### config.mk
export PLATFORM = sky130hd
export DESIGN_NAME = cpu_register_transfer_unit_core
export DESIGN_NICKNAME = d
export VERILOG_FILES = /design/src/rtl/crtu_pkg.sv /design/src/rtl/crtu_exec.sv /design/src/rtl/cpu_register_transfer_unit_core.sv
export VERILOG_INCLUDE_DIRS = /design/src /design/src/rtl
export SDC_FILE = /design/constraint.sdc
export NUM_CORES = 1
export LEC_CHECK = 0
export BUFFER_PORTS_ARGS = -buffer_cell sky130_fd_sc_hd__buf_2
export CAP_MARGIN = 15
export CORE_MARGIN = 2
export CORE_UTILIZATION = 40
export DETAILED_ROUTE_END_ITERATION = 12
export PLACE_DENSITY = 0.68
export REMOVE_ABC_BUFFERS = 1
export SLEW_MARGIN = 20
export SYNTH_ARGS = -nofsm -noshare
export SYNTH_HDL_FRONTEND = slang
export SYNTH_SLANG_ARGS = --single-unit
### constraint.sdc
create_clock -name clk -period 5.3 [get_ports clk]
set_clock_uncertainty 0.05 [all_clocks]
set_input_delay 0.53 -clock clk [delete_from_list [all_inputs] [get_ports clk]]
set_output_delay 0.53 -clock clk [all_outputs]
set_load 0.01 [all_outputs]
### src/rtl/cpu_register_transfer_unit_core_assert.svh
// Assertion macros for the register transfer unit core.
`ifndef CPU_REGISTER_TRANSFER_UNIT_CORE_ASSERT_SVH
`define CPU_REGISTER_TRANSFER_UNIT_CORE_ASSERT_SVH

// Same-cycle implication, checked outside reset.
`define CRTU_ASSERT_NOW(name, ante, cons) \
  name: assert property (@(posedge clk) disable iff (rst) (ante) |-> (cons)) \
    else $error("crtu: same-cycle check failed");

// Next-cycle implication, checked outside reset.
`define CRTU_ASSERT_NEXT(name, ante, cons) \
  name: assert property (@(posedge clk) disable iff (rst) (ante) |=> (cons)) \
    else $error("crtu: next-cycle check failed");

`endif

### src/rtl/crtu_pkg.sv
// Shared types and constants of the register transfer unit.
package crtu_pkg;

  // Instruction codes
  localparam logic [2:0] CMD_XBA      = 3'd0;
  localparam logic [2:0] CMD_XCE      = 3'd1;
  localparam logic [2:0] CMD_FLAG     = 3'd2;
  localparam logic [2:0] CMD_REPSEP   = 3'd3;
  localparam logic [2:0] CMD_TRANSFER = 3'd4;
  localparam logic [2:0] CMD_TOSTACK  = 3'd5;

  // Register select codes
  localparam logic [2:0] SEL_A = 3'd0;
  localparam logic [2:0] SEL_X = 3'd1;
  localparam logic [2:0] SEL_Y = 3'd2;
  localparam logic [2:0] SEL_S = 3'd3;
  localparam logic [2:0] SEL_D = 3'd4;

  // Status bit positions
  localparam int unsigned P_C = 0;
  localparam int unsigned P_Z = 1;
  localparam int unsigned P_X = 4;
  localparam int unsigned P_M = 5;
  localparam int unsigned P_N = 7;

  // Reset values
  localparam logic [15:0] RST_SP     = 16'h01FF;
  localparam logic [7:0]  RST_STATUS = 8'h34;
  localparam logic [7:0]  STACK_PAGE = 8'h01;

  typedef struct packed {
    logic [2:0] cmd;
    logic [2:0] source_sel;
    logic [2:0] dest_sel;
    logic       word_size;
    logic [2:0] flag_index;
    logic       flag_value;
    logic       set_mode;
    logic [7:0] mask;
  } instr_t;

  typedef struct packed {
    logic [15:0] acc;
    logic [15:0] x;
    logic [15:0] y;
    logic [15:0] s;
    logic [15:0] d;
    logic [7:0]  p;
    logic        e;
  } regfile_t;

endpackage

### src/rtl/crtu_exec.sv
// Next-state logic of the register file for one register-only instruction.
module crtu_exec (
  input  crtu_pkg::regfile_t cur,
  input  crtu_pkg::instr_t   op,
  output crtu_pkg::regfile_t nxt
);
  import crtu_pkg::*;

  logic        src_ok;
  logic        dst_ok;
  logic [15:0] src_val;
  logic [15:0] dst_val;
  logic [15:0] wval;

  always_comb begin
    src_ok = op.source_sel inside {[SEL_A:SEL_D]};
    dst_ok = op.dest_sel inside {[SEL_A:SEL_D]};

    case (op.source_sel)
      SEL_A:   src_val = cur.acc;
      SEL_X:   src_val = cur.x;
      SEL_Y:   src_val = cur.y;
      SEL_S:   src_val = cur.s;
      SEL_D:   src_val = cur.d;
      default: src_val = '0;
    endcase

    case (op.dest_sel)
      SEL_A:   dst_val = cur.acc;
      SEL_X:   dst_val = cur.x;
      SEL_Y:   dst_val = cur.y;
      SEL_S:   dst_val = cur.s;
      SEL_D:   dst_val = cur.d;
      default: dst_val = '0;
    endcase

    wval = op.word_size ? src_val : {dst_val[15:8], src_val[7:0]};
  end

  always_comb begin
    nxt = cur;
    case (op.cmd)
      CMD_XBA: begin
        nxt.acc    = {cur.acc[7:0], cur.acc[15:8]};
        nxt.p[P_N] = cur.acc[15];
        nxt.p[P_Z] = (cur.acc[15:8] == 8'h00);
      end
      CMD_XCE: begin
        nxt.p[P_C] = cur.e;
        nxt.e      = cur.p[P_C];
        if (cur.p[P_C]) begin
          nxt.p[P_M] = 1'b1;
          nxt.p[P_X] = 1'b1;
          nxt.x      = {8'h00, cur.x[7:0]};
          nxt.y      = {8'h00, cur.y[7:0]};
          nxt.s      = {STACK_PAGE, cur.s[7:0]};
        end
      end
      CMD_FLAG: begin
        nxt.p[op.flag_index] = op.flag_value;
      end
      CMD_REPSEP: begin
        nxt.p = op.set_mode ? (cur.p | op.mask) : (cur.p & ~op.mask);
        if (cur.e) begin
          nxt.p[P_M] = 1'b1;
          nxt.p[P_X] = 1'b1;
        end
        if (nxt.p[P_X]) begin
          nxt.x = {8'h00, cur.x[7:0]};
          nxt.y = {8'h00, cur.y[7:0]};
        end
      end
      CMD_TRANSFER: begin
        if (src_ok && dst_ok) begin
          case (op.dest_sel)
            SEL_A:   nxt.acc = wval;
            SEL_X:   nxt.x   = wval;
            SEL_Y:   nxt.y   = wval;
            SEL_S:   nxt.s   = wval;
            SEL_D:   nxt.d   = wval;
            default: nxt.d   = cur.d;
          endcase
          if (op.word_size) begin
            nxt.p[P_N] = src_val[15];
            nxt.p[P_Z] = (src_val == 16'h0000);
          end else begin
            nxt.p[P_N] = src_val[7];
            nxt.p[P_Z] = (src_val[7:0] == 8'h00);
          end
        end
      end
      CMD_TOSTACK: begin
        if (src_ok) begin
          nxt.s = cur.e ? {cur.s[15:8], src_val[7:0]} : src_val;
        end
      end
      default: nxt = cur;
    endcase
  end

endmodule

### src/rtl/cpu_register_transfer_unit_core.sv
// Top level of the register transfer unit: input register, state and result register.
//
//  channel | handshake             | payload
//  --------+-----------------------+---------------------------------------------
//  in      | in_valid / in_stall   | cmd, source_sel, dest_sel, word_size,
//          |                       | flag_index, flag_value, set_mode, mask
//  out     | out_valid / out_stall | acc, index_x, index_y, stack_ptr,
//          |                       | direct_page, status, emulation
//
// Each instruction passes from input transfer to result through the input register,
// then through the next-state logic into the register file. One instruction per
// cycle is sustained while out_stall is low; the register file doubles as the
// result register, so the next instruction reads the state left by the last.
// rst (synchronous) empties both stages and loads the power-on register file.
// out_stall holds the result and the input register; in_stall rises only
// while the input register is full and cannot move on.
module cpu_register_transfer_unit_core (
  input  logic        clk,
  input  logic        rst,
  input  logic        in_valid,
  output logic        in_stall,
  input  logic [2:0]  cmd,
  input  logic [2:0]  source_sel,
  input  logic [2:0]  dest_sel,
  input  logic        word_size,
  input  logic [2:0]  flag_index,
  input  logic        flag_value,
  input  logic        set_mode,
  input  logic [7:0]  mask,
  output logic        out_valid,
  input  logic        out_stall,
  output logic [15:0] acc,
  output logic [15:0] index_x,
  output logic [15:0] index_y,
  output logic [15:0] stack_ptr,
  output logic [15:0] direct_page,
  output logic [7:0]  status,
  output logic        emulation
);
  import crtu_pkg::*;

  // Input register
  logic     in_full;
  instr_t   instr;

  // Architectural registers, presented directly as the result
  regfile_t regs;
  regfile_t regs_next;

  logic     advance;
  logic     fire;

  // Emulation-mode invariants on the presented register file
  logic     emu_entry_ok;

  // Result slot is free, or its transfer completes this cycle
  assign advance  = !out_valid || !out_stall;
  // Execute the held instruction whenever the result slot can take it
  assign fire     = in_full && advance;
  // Stall input only while the held instruction is stuck
  assign in_stall = in_full && !advance;

  crtu_exec u_exec (
    .cur (regs),
    .op  (instr),
    .nxt (regs_next)
  );

  // Input stage: capture a new instruction whenever the stage is not stalled
  always_ff @(posedge clk) begin
    if (rst) begin
      in_full <= 1'b0;
    end else if (!in_stall) begin
      in_full <= in_valid;
    end
  end

  always_ff @(posedge clk) begin
    if (!in_stall && in_valid) begin
      instr <= '{cmd: cmd, source_sel: source_sel, dest_sel: dest_sel,
                 word_size: word_size, flag_index: flag_index,
                 flag_value: flag_value, set_mode: set_mode, mask: mask};
    end
  end

  // Result valid: set on execute, drop once the result is taken
  always_ff @(posedge clk) begin
    if (rst) begin
      out_valid <= 1'b0;
    end else if (fire) begin
      out_valid <= 1'b1;
    end else if (!out_stall) begin
      out_valid <= 1'b0;
    end
  end

  // Register file: load the power-on values, then advance one instruction
  // per execute and hold otherwise
  always_ff @(posedge clk) begin
    if (rst) begin
      regs <= '{acc: 16'h0000, x: 16'h0000, y: 16'h0000, s: RST_SP,
                d: 16'h0000, p: RST_STATUS, e: 1'b1};
    end else if (fire) begin
      regs <= regs_next;
    end
  end

  assign acc         = regs.acc;
  assign index_x     = regs.x;
  assign index_y     = regs.y;
  assign stack_ptr   = regs.s;
  assign direct_page = regs.d;
  assign status      = regs.p;
  assign emulation   = regs.e;

  assign emu_entry_ok = status[P_M] && status[P_X] && (stack_ptr[15:8] == STACK_PAGE) &&
                        (index_x[15:8] == 8'h00) && (index_y[15:8] == 8'h00);

  `include "cpu_register_transfer_unit_core_assert.svh"

  // A stalled input always means a held instruction
  `CRTU_ASSERT_NOW(a_stall_needs_item, in_stall, in_full)
  // Every executed instruction shows up as a result next cycle
  `CRTU_ASSERT_NEXT(a_fire_gives_result, fire, out_valid)
  // Entering emulation forces M, X, the stack page and clears the index high bytes
  `CRTU_ASSERT_NOW(a_enter_emulation, $rose(emulation), emu_entry_ok)

endmodule

==> results <==
- The run finished with clean final reports.
- The first global-routing pass estimated 29.2 mm of wire.
- The worst reg2reg path endpoint is index_x[12]$_SDFFE_PP0P_.
- The clock transition time at the flip-flop clock pins of the worst setup and hold paths is 0.05 ns.
- For this run, the top clock speed supported by timing is 0.296 GHz.
- At the worst endpoint, the required time is 5.58 ns.
- Measured against its own limit, the worst slew margin works out to 30.4%.
- Using the TritonRoute via totals, the vias-per-cell ratio works out to 5.99.
- The number of buffer cells added on primary ports is 117.
- The per-cell routed wire length is 19.8 um.
- The kind of start point of the critical path is a register.
- The critical path goes through buf_4 > o21ai_2 > nand4_1 > a21oi_1 > o21ai_1 > or2_1 > o21ai_0.
- The number of cells on the worst reg-to-reg path is 7.
- The power per cell area is 301 nW/um^2.
- The setup-violating endpoint count in the final report is 0.
- The worst min-delay path endpoint is instr[21]$_DFFE_PP_.
- The floorplan step set the die width to 127 um.
- The worst hold path begins at cmd[1].
- The count of boundary I/O pins is 118.
- The gate family responsible for the most delay along the worst path is compound AO/OA/AOI/OAI gates.
- The number of detailed-routing iterations run before antenna repair is 5.
- The share of the clock period used by the worst path after layout is 63.7%.
- Along the worst path, the maximum fanout reaches 23.
- STA classifies the critical path endpoint as a register.
- Counting flops and latches in the post-synthesis netlist gives 114.
- The Yosys step of the flow raised 0 warnings.
- In this run the number of H-tree levels came out at 4.
- The buffers inserted during post-CTS setup optimization is 0.
- The die height is 127 um.
- Along the worst hold path, the cell count comes to 1.
- The critical path is of the reg2reg type.
- Global routing consumed, over all layers together, 23.3% of the routing resources.
- The floorplan has 44 rows.
- The pin count of the biggest net entering global routing is 70.
- The number of distinct library cell variants in the gate-level netlist after synthesis is 73.
- IR analysis of the VDD net gives a maximum drop of 0.243 mV.
- The post-route minimum period is 3.38 ns.
- The via count of the first global-routing pass came to 5257.
- The final layout contains 779 nets.
- The post-layout instance count excluding filler cells is 948.
- The detail route stage leaves a number of antenna-violating nets equal to 0.
- The DRC violation count after routing is 0.
- The synthesized instance count is 658.
- The max-slew violation count was 0.
- Among all stages on the critical path, the largest delay is contributed by edfxtp_1.
- The number of diodes is 0.
- The clock reaches the later pin of the worst-skew pair after 0.42 ns.
- The area of the mapped netlist is 6050 sq um.
- The total grt overflow is 0.
- The clock tree from TritonCTS is built.
- In this run the static leakage power is 2.82 nW.
- The final cell utilization of the core is 49.4%.
- TritonCTS created 17 clock buffers.
- For the pin with the worst max-slew slack, the measured transition is 1.04 ns.
- The sum of buffers and inverters on the critical path is 1.
- Routability-driven placement finished with a final weighted congestion of 0.903.
- The HPWL after detailed placement is 12.9 mm.
- Setup repair after global routing left no endpoint under its margin.
- No sink is reached through more buffers than the 2 on the longest clock path.
- The area overhead of the layout relative to synthesis is 19.7%.
- The worst register-to-register path begins at instr[17]$_DFFE_PP_.
- The fraction of layout instances using a drive strength above 1 is 25.3%.
- Once the floorplan was initialized, standard cells occupied 41.3% of the core.
- The tree is rooted in a clkbuf_16.
- The endpoint arrival time on the critical path is 3.66 ns.
- The slack of the worst reg-to-reg path is 1.92 ns.
- Averaged over all synthesized cells, the footprint is 9.19 sq um.
- The region available for standard cell placement spans 14600 sq um.
- In this run, post-CTS repair resized a total of 0 instances.
- The violation count after the first detailed-routing iteration is 625.
- The total die area is 16100 sq um.
- For this run, the register share of the synthesized area comes to 41.6%.
- The accumulated negative setup slack is 0 ns.
- The cts-stage hold buffer count is 0.
- In the synthesized netlist the async set-or-reset flop fraction comes to 0%.
- The number of antenna violations at the first check in global routing is 0.
- For this block, the routed nets add up to 18.8 mm of wire.
- The largest single stage delay on the critical path is 0.63 ns.
- The final-report hold violation count came to 0.
- The path class of the tightest hold or removal check is in2reg.
- The commonest register cell after synthesis is dfxtp_1.
- The number of synthesized flops with an enable pin is 23.
- The routed layout has 5674 vias.
- The number of maximum-capacitance constraint violations is 0.
- The number of placed cells counting well taps is 916.
- The total clock sinks is 114.
==> registers in the layout, summed over array words and instances, names as in the netlist, named ones only <==
name         flops
instr           23
acc             16
direct_page     16
index_x         16
index_y         16
stack_ptr       16
status           5
emulation        1
in_full          1
out_valid        1
==> cell families (layout without fill, tap and decap cells) <==
logic type,count (synthesis),count (layout),share of synthesized area [%]
and+or+nand+nor,236,236,20.3
buffers and inverters,57,163,4.76
DFF,114,114,41.6
AOI/OAI and AO/OA,193,193,23.5
muxes,58,58,9.91
==> worst max path at each step <==
stage	end	start	cells after the start
after global routing	index_x[10]$_SDFFE_PP0P_	instr[17]$_DFFE_PP_	7
final	index_x[12]$_SDFFE_PP0P_	instr[17]$_DFFE_PP_	7
after floorplan	acc[11]$_SDFFE_PP0P_	instr[17]$_DFFE_PP_	5
after CTS	acc[15]$_SDFFE_PP0P_	instr[19]$_DFFE_PP_	6
after global placement	acc[15]$_SDFFE_PP0P_	instr[19]$_DFFE_PP_	6
after detailed placement	acc[15]$_SDFFE_PP0P_	instr[19]$_DFFE_PP_	6
==> layout make-up <==
type | instances | area, sq um
sequential | 114 | 2510
tap | 184 | 230
timing repair buffer | 122 | 643
inverter | 10 | 37.5
multi-input combinational | 487 | 3250
fill | 1386 | 7410
clock buffer | 25 | 505
clock inverter | 6 | 55.1
==> cells in the final DEF (no fill, tap or decap), drive strengths merged, types with 13 or more instances in the layout <==
| cell type | netlist | routed |
|---|---|---|
| a211oi | 20 | 20 |
| a21oi | 34 | 34 |
| a22oi | 27 | 27 |
| buf | 29 | 122 |
| clkbuf | 18 | 25 |
| dfxtp | 91 | 91 |
| edfxtp | 23 | 23 |
| mux2 | 15 | 15 |
| mux2i | 43 | 43 |
| nand2 | 39 | 39 |
| nand3b | 19 | 19 |
| nor2 | 91 | 91 |
| nor2b | 13 | 13 |
| nor3 | 17 | 17 |
| o21ai | 40 | 40 |
==> per-layer routing <==
metal | GRT usage (%) | vias up | share of wire (%)
met5 | 0 | - | 0
li1 | - | 2649 | -
met3 | 6.50 | 40 | 8.9
met2 | 35.3 | 309 | 46
met1 | 31.5 | 2676 | 43
met4 | 9.05 | 0 | 2.4
==> power breakdown <==
group	total, mW	internal, mW	switching, mW
Sequential	0.942	0.906	0.0361
Clock	1.08	0.698	0.378
Combinational	0.163	0.0626	0.100
Total	2.18	1.67	0.515
==> Yosys cell counts, drive strengths merged, types with 3 or more instances <==
| cell | n | area (sq um) |
|---|---|---|
| a211o | 8 | 70.1 |
| a311oi | 7 | 61.3 |
| nor2b | 13 | 81.3 |
| nor3 | 17 | 105 |
| nor4 | 4 | 25.0 |
| a211oi | 20 | 185 |
| a22o | 6 | 52.6 |
| o22a | 6 | 52.6 |
| nand3b | 19 | 143 |
| nand2b | 11 | 71.3 |
| clkbuf | 18 | 67.6 |
| o21ai | 40 | 223 |
| a22oi | 27 | 203 |
| edfxtp | 23 | 691 |
| mux2i | 43 | 430 |
| o22ai | 3 | 18.8 |
| and2 | 3 | 18.8 |
| a32oi | 3 | 26.3 |
| inv | 10 | 37.5 |
| and3 | 5 | 31.3 |
| buf | 29 | 183 |
| and3b | 5 | 43.8 |
| mux2 | 15 | 169 |
| a31oi | 4 | 25.0 |
| nor2 | 91 | 352 |
| or3 | 3 | 18.8 |
| nand2 | 39 | 149 |
| a21oi | 34 | 178 |
| a221o | 7 | 70.1 |
| nand3 | 4 | 20.0 |
| nand4 | 7 | 43.8 |
| or2 | 7 | 43.8 |
| dfxtp | 91 | 1820 |
| o21a | 5 | 37.5 |
| o2bb2ai | 4 | 35.0 |
==> metrics by stage <==
stage / area, sq um / worst slack (ns) / total power, mW / hold slack [ns]
finish: 7240 / 1.92 / 2.18 / 0.233
global route: 7240 / 1.75 / 2.26 / 0.212
CTS: 7200 / 1.99 / 2.19 / 0.214
detailed placement: 6640 / 2.03 / 1.12 / 0.428
global placement: 6640 / 2.11 / 1.11 / 0.414
floorplan: 5800 / 2.63 / 1.05 / 0.392
(Power assumes the default switching activity.)
